==> src/rtl/core/lgw_pkg.sv <==
package lgw_pkg;

    localparam int GRID_WIDTH  = 42;
    localparam int GRID_HEIGHT = 24;

    // 1.0 in Q1.16
    localparam logic [16:0] ONE_Q16 = 17'h10000;

    localparam int CFG_DATA_W = 21;
    localparam int CFG_IDX_W  = 3;

    typedef enum logic [CFG_IDX_W-1:0] {
        CFG_STYLE_MODE    = 3'd0,
        CFG_DOT_EDGE      = 3'd1,
        CFG_BOX_X_MIN     = 3'd2,
        CFG_BOX_X_MAX     = 3'd3,
        CFG_BOX_Y_MIN     = 3'd4,
        CFG_BOX_Y_MAX     = 3'd5,
        CFG_BASE_COLOUR   = 3'd6,
        CFG_ACTIVE_COLOUR = 3'd7
    } t_cfg_idx;

    typedef enum logic [2:0] {
        STYLE_STATIC = 3'd0,
        STYLE_VFILL  = 3'd1,
        STYLE_HFILL  = 3'd2,
        STYLE_DOT    = 3'd3,
        STYLE_ARC    = 3'd4,
        STYLE_GLOW   = 3'd5
    } t_style;

    typedef struct packed {
        logic [2:0]  style_mode;
        logic [1:0]  dot_edge;
        logic [11:0] box_x_min;
        logic [11:0] box_x_max;
        logic [11:0] box_y_min;
        logic [11:0] box_y_max;
        logic [20:0] base_colour;
        logic [20:0] active_colour;
    } t_cfg;

    typedef struct packed {
        logic en1;
        logic en2;
        logic en3;
    } t_pipe_ctrl;

endpackage

==> src/rtl/core/lgw_cfg_regs.sv <==
module lgw_cfg_regs import lgw_pkg::*; (
    input  logic                  i_clk,
    input  logic                  i_rst_n,
    input  logic                  i_cfg_valid,
    input  logic [CFG_IDX_W-1:0]  i_cfg_index,
    input  logic [CFG_DATA_W-1:0] i_cfg_data,
    output t_cfg                  o_cfg
);

    t_cfg r_cfg;

    always_ff @(posedge i_clk) begin
        if (!i_rst_n) begin
            r_cfg.style_mode    <= STYLE_STATIC;
            r_cfg.dot_edge      <= 2'd1;
            r_cfg.box_x_min     <= '0;
            r_cfg.box_x_max     <= '0;
            r_cfg.box_y_min     <= '0;
            r_cfg.box_y_max     <= '0;
            r_cfg.base_colour   <= '0;
            r_cfg.active_colour <= '0;
        end else if (i_cfg_valid) begin
            case (i_cfg_index)
                CFG_STYLE_MODE:    r_cfg.style_mode    <= i_cfg_data[2:0];
                CFG_DOT_EDGE:      r_cfg.dot_edge      <= i_cfg_data[1:0];
                CFG_BOX_X_MIN:     r_cfg.box_x_min     <= i_cfg_data[11:0];
                CFG_BOX_X_MAX:     r_cfg.box_x_max     <= i_cfg_data[11:0];
                CFG_BOX_Y_MIN:     r_cfg.box_y_min     <= i_cfg_data[11:0];
                CFG_BOX_Y_MAX:     r_cfg.box_y_max     <= i_cfg_data[11:0];
                CFG_BASE_COLOUR:   r_cfg.base_colour   <= i_cfg_data[20:0];
                CFG_ACTIVE_COLOUR: r_cfg.active_colour <= i_cfg_data[20:0];
                default: begin
                end
            endcase
        end
    end

    assign o_cfg = r_cfg;

endmodule

==> config.mk <==
export PLATFORM = sky130hd
export DESIGN_NAME = lgw_cfg_regs
export DESIGN_NICKNAME = d
export VERILOG_FILES = /design/src/rtl/core/lgw_pkg.sv /design/src/rtl/core/lgw_cfg_regs.sv
export SDC_FILE = /design/constraint.sdc
export NUM_CORES = 1
export LEC_CHECK = 0
export BUFFER_PORTS_ARGS = -buffer_cell sky130_fd_sc_hd__clkbuf_2
export CORE_MARGIN = 2
export CORE_UTILIZATION = 45
export CTS_CLUSTER_SIZE = 40
export DETAILED_ROUTE_END_ITERATION = 8
export PLACE_DENSITY = 0.7
export SYNTH_ARGS = -nofsm -noshare
export SYNTH_HDL_FRONTEND = slang
export SYNTH_SLANG_ARGS = --single-unit
==> constraint.sdc <==
create_clock -name i_clk -period 1.5 [get_ports i_clk]
set_input_delay 0.3 -clock i_clk [delete_from_list [all_inputs] [get_ports i_clk]]
set_output_delay 0.3 -clock i_clk [all_outputs]
set_load 0.02 [all_outputs]
==> results.md, run 1 <==
- Nets: 486
- Num CTS Buffers: 9
- Worst R2R Path Depth: 2
- Wire length of the first global-routing pass: 12,600 um
- Mean Syn Cell Area: 10.3 um^2
- Post-Syn Nets: 366
- DP HPWL: 5700 um
- Synth area leaders: dfxtp_1, mux2i_1, nand2_1
- Area share of the largest cell type after synthesis: a little over half
- Port Buf Inserts: 121
- Worst Setup Start Kind: flop
- Hold Fails Final Rpt: 0
- Initial Utilization: 45.9%
- Worst slew pin tran: 460 ps
- Yosys reg bits: 95
- Warnings, synthesis: 0
- Post-route insts no fill: 566
- Wirelength per Cell: ~14 um
- Leakage power: roughly 2.4 nW
- Clk_skew: 0 ps
- N_diodes: 0
- Cell Area, Synth: 3490 um^2
- Pins over their slew limit: 0
- Area grow syn2layout: 28.6%
- Worst Setup End Kind: output pin
- Reg2Reg Setup Slack: 870 ps
- Pin count of the biggest net entering global routing: 33
- Routed vias: 2,732
- Die height: 92.1 um
- Crit path max fanout: 2
- Vias in the first global route: between 2k and 2.5k
- Worst VDD drop: 0.000489 V
- Max FFs per register: 95
- Min-delay src: i_cfg_data[14]
- Area of the core: 7610 um^2
- CTS tree: built
- Fillers: 702
- Drt first pass iters: 4
- Remaining global-route overflow: 0
- Worst Hold End: o_cfg[14]
- Maximum clock rate: 832 MHz
- Clk buf depth: 2
- Crit-path leading delay family: flip-flops
- Placed cell count: 550
- H-Tree Level Count: 3
- Worst path required time: 1200 ps
- Via density: 4.83
- # DRC: 0
- Drt initial violations: 47
- Clk sink count: 95
- Crit path cell chain: clkbuf_2
- Final critical-path required period: 1200 ps
- Layout cells sized above 1: between 30% and 40%
- Root Buffer: clkbuf_8
- Final wirelength: between 7000 and 8000 um
- Unique masters post-synth: 14
- Hold path depth: 3
- Most frequent cells in the layout: clkbuf_2, nand2_1, mux2i_1, dfxtp_1, buf_4
- Gr usage total: 18.9%
- RSZ-0062 raised after global routing: false
- DRT antenna net count: 0
- Pwr/cell area: 1110 nW/um^2
- Clock Latency Late Sink: about 340 ps
- Critical path buffers and inverters: 1
- Initial antenna violation count: 0
- Post-CTS sizing: 0
- RR Startpoint: o_cfg[59]
- Die width: between 90 and 100 um
- Setup-failing EPs final: 0
- R2R Path End: o_cfg[59]
- Slowest CP cell: dfxtp_1
- Row Count: 32
- Leading cell type in the layout, fill and taps excluded: clkbuf_2
- CTS Hold Bufs: 0
- Final period utilization: approximately four fifths
- Worst path arrival time: approximately 900 ps
- Placed Area: roughly 4200 um^2
- Max capacitance violation total: 0
- Design area: 4490 um^2
- Status: finished clean
- Post-CTS Setup Inserts: 0
- Slew HR: between 60% and 70%
- Slowest stage delay, CP: 370 ps
- Part of the Yosys area used for sequential elements: 54.5%
- # IOs: 122
- Min-delay worst type: input port to flop
- Floorplan die area: 8480 um^2
- Post-Synthesis Cells: 339
- Worst-path clk slew: 90 ps
- Setup Crit Path Kind: flop to output pin
- TNS Setup: 0 ps
- Gpl congestion: 0.765
- Yosys top cell by area: dfxtp_1
worst register-to-register path, stage by stage, from the launching register on:
cell	delay [ps]
dfxtp_1	370
nand2_1	60
mux2i_1	140
through the flow:
step	hold WS, ps	utilization, %	power (mW)	setup slack, ps
2_1_floorplan	461	-	2.91	257
3_3_place_gp	444	55.8	3.06	268
3_5_place_dp	448	55.8	3.07	215
4_1_cts	184	59.0	5.05	288
5_1_grt	194	59.0	5.20	248
6_report	196	59.0	5.00	297
cells in the mapped netlist, drive strengths merged:
| cell type | instances |
|---|---|
| and4b | 1 |
| nand4 | 1 |
| nand2 | 115 |
| and4bb | 1 |
| nand4bb | 2 |
| dfxtp | 95 |
| clkbuf | 11 |
| nor2b | 2 |
| nor4b | 1 |
| nand4b | 2 |
| mux2i | 95 |
| buf | 13 |
power by group:
part | internal [mW] | switching (mW)
clock network | 1.11 | 0.877
logic | 0.149 | 0.254
registers | 2.58 | 0.0304
worst max-delay path by stage:
| stage | from | cells past startpoint | to | slack (ps) |
|---|---|---|---|---|
| after detailed placement | i_cfg_index[0] | 4 | o_cfg[41] | 220 |
| final | o_cfg[94] | 1 | o_cfg[94] | 300 |
| after CTS | o_cfg[94] | 1 | o_cfg[94] | 290 |
| after floorplan | i_cfg_valid | 5 | o_cfg[67] | 260 |
| after global placement | i_cfg_index[0] | 4 | o_cfg[28] | 270 |
| after global routing | o_cfg[63] | 1 | o_cfg[63] | 250 |
layout make-up:
class | instances | area [um^2] | area share (%)
multi-input cells | 220 | 1480 | 33.0
repair buffers | 133 | 736 | 16.4
flip-flops and latches | 95 | 1900 | 42.4
well taps | 102 | 128 | 2.84
clock buffers | 9 | 124 | 2.76
clock inverters | 7 | 120 | 2.68
layer usage:
metal | vias to the layer above | share of wire (%) | global-route usage [%]
li1 | 1362 | - | -
met1 | 1279 | 48 | 26.6
met2 | 83 | 45 | 28.2
met3 | 8 | 5.8 | 5.59
met4 | 0 | 1.3 | 5.60
met5 | - | 0 | 0
kinds of logic after synthesis:
| family | after synthesis | share of synthesized area (%) |
|---|---|---|
| buffers and inverters | 24 | 3.15 |
| DFF | 95 | 54.5 |
| muxes | 95 | 27.2 |
| and+or+nand+nor | 125 | 15.1 |
Power figures use the tool's default switching activity.
==> run 2: changes to the inputs <==
- ABC_AREA: default -> 1
- PLACE_DENSITY: 0.7 -> 0.72
- clock period: 1.5 -> 1.1 ns (I/O delays scaled with it)
==> results.md, run 2 <==
- Critical path buffers and inverters: 1
- Part of the Yosys area used for sequential elements: between 50% and 60%
- Warnings, synthesis: 0
- Multi-input gate area: 1600 um^2
- Status: finished clean
- Via density: 4.79
- Yosys top cell by area: dfxtp_1
- WHS: between 100 and 150 ps
- Comb pwr share: 14.9%
- Final wirelength: 10,300 um
- CTS tree: built
- Drt initial violations: 241
- Area share of the largest cell type after synthesis: 50.4%
- Hold Fails Final Rpt: 0
- Worst VDD drop: just under 0.0008 V
- Maximum clock rate: 940 MHz
- Reg2Reg Setup Slack: 490 ps
- Clk buf depth: 2
- # DRC: 0
- Top FF cell, synth: dfxtp_1
- N_diodes: 0
- Clock Latency Late Sink: about 340 ps
- Switch share: 26.7%
- Max capacitance violation total: 0
- Slew HR: 73.6%
- Worst Setup End Kind: output pin
- Min-delay worst type: input port to flop
- Worst Setup Start Kind: flop
- Cell Area, Synth: 3780 um^2
- Pin count of the biggest net entering global routing: 58
- Unique masters post-synth: 13
- Pins over their slew limit: 0
- Die height: approximately 96 um
- Most frequent cells in the layout: nor2_1, nand2_1, buf_4
- Synth cell count leaders: nor2_1, nand2_1, dfxtp_1
- DP HPWL: 6980 um
- Initial antenna violation count: 0
- Clk sink count: 95
- Placed cell count: 766
- Drt first pass iters: 5
- Placement Setup Slack: -65.2 ps
- Wire length of the first global-routing pass: 15,500 um
- Crit path cell chain: buf_4
- Fillers: 761
- Setup Crit Path Kind: flop to output pin
- Post-route insts no fill: slightly below 800
- Port Buf Inserts: around 120
- Layout cells sized above 1: 30.9%
- Max FFs per register: 95
- Clk_skew: 0 ps
- Storage element area: just under 2000 um^2
- Async SR Flop Fraction: 0%
- Post-Synthesis Cells: approximately 550
- Wirelength per Cell: 13.2 um
- Die width: 95.6 um
- Clock share of power: a little under a third
- Crit-path leading delay family: flip-flops
- Pwr/cell area: around 1300 nW/um^2
- Gr usage total: 22.4%
- H-Tree Level Count: 3
- Post-Syn Nets: roughly 580
- Slowest stage delay, CP: 350 ps
- Final period utilization: 96.7%
- CTS Hold Bufs: 0
- Nets: 699
- Setup-failing EPs final: 0
- Root Buffer: clkbuf_8
- Routed vias: roughly 3.7k
- Worst path required time: between 800 and 900 ps
- Worst-path clk slew: roughly 90 ps
- Post-synth EDFFs: 0
- PnR Total Power: 6.82 mW
- Most common cell in the netlist: nor2_1
- Num CTS Buffers: 9
- Floorplan die area: around 9100 um^2
- Synth area leaders: dfxtp_1, nor2_1, nand2_1
- Row Count: 33
- DRT antenna net count: 0
- Vias in the first global route: 3,177
- Yosys reg bits: 95
- Area of the core: 8180 um^2
- Final setup margin: about 37 ps
- Leading cell type in the layout, fill and taps excluded: nor2_1
- Crit path max fanout: 2
- Worst slew pin tran: roughly 400 ps
- Mean Syn Cell Area: 6.82 um^2
- Power Internal: 5.00 mW
- Leakage power: 2.47 nW
- Sw power: between 1.5 and 2 mW
- Initial Utilization: 46.2%
- Area grow syn2layout: 35.0%
- Remaining global-route overflow: 0
- Final critical-path required period: around 1100 ps
- Worst path arrival time: 840 ps
- Gpl congestion: about 0.91
- Slowest CP cell: dfxtp_1
- # IOs: 122
- Flop pwr share: ~53%
-- run 2: cell types whose count changed in the layout (fill, tap and decap cells not counted), moves of 74 or more --
cell / before / now
clkbuf_2: 120 / 25
nand3_1: 0 / 74
nor2_1: 0 / 197
mux2i_1: 95 / 0
buf_4: 10 / 91
-- run 2: stage by stage --
stage / cell area (um^2) / utilization (%) / TNS (ps)
after floorplan: 3780 / - / 0
after global placement: 4610 / 56.4 / -1410
after detailed placement: 4610 / 56.4 / -2670
after CTS: 4920 / 60.2 / 0
after global routing: 5100 / 62.4 / -22.7
final: 5100 / 62.4 / 0
-- run 2: cell families after synthesis --
family                 after synthesis  synth area share [%]
buffers and inverters               61                  7.29
DFF                                 95                  50.4
and+or+nand+nor                    398                  42.3
-- run 2: layout make-up --
cell class                 instances  area share, %
tap                              105           2.58
clock buffer                      11           2.58
clock inverter                     4          0.933
sequential                        95           38.5
timing repair buffer             141           22.0
multi-input combinational        398           31.4
inverter                          27           1.99
-- run 2: worst reg2reg max path: stages (launching register included) --
cell,delay (ps)
dfxtp_2,330
nor2_1,120
nor2_1,60
-- run 2: path summary, 6_finish.rpt --
path,from,end,cells after the start
worst max-delay path,o_cfg[40],o_cfg[40],1
worst min-delay path,i_cfg_data[0],o_cfg[90],3
worst max register to register,o_cfg[82],o_cfg[82],2
worst min register to register,o_cfg[47],o_cfg[47],2
-- run 2: layer usage --
layer | GRT usage [%] | vias up | wire, um
li1 | - | 1926 | -
met1 | 30.8 | 1649 | 4550
met2 | 33.6 | 146 | 4750
met3 | 5.30 | 23 | 749
met4 | 9.52 | 0 | 276
met5 | 0 | - | 0
-- run 2: timing repair --
action	CTS	global route
resized for setup	58	173
endpoints found under the setup margin	30	94
cloned	0	0
pin swaps	0	0
buffers inserted	0	0
-- run 2: power by group through the flow --
| stage | Clock, mW | Sequential, mW | Combinational [mW] |
|---|---|---|---|
| 2_1_floorplan | 0 | 3.84 | 0.444 |
| 3_3_place_gp | 0 | 3.70 | 0.930 |
| 3_5_place_dp | 0 | 3.71 | 0.943 |
| 4_1_cts | 2.20 | 3.63 | 0.968 |
| 5_1_grt | 2.34 | 3.65 | 1.11 |
| 6_report | 2.16 | 3.64 | 1.02 |
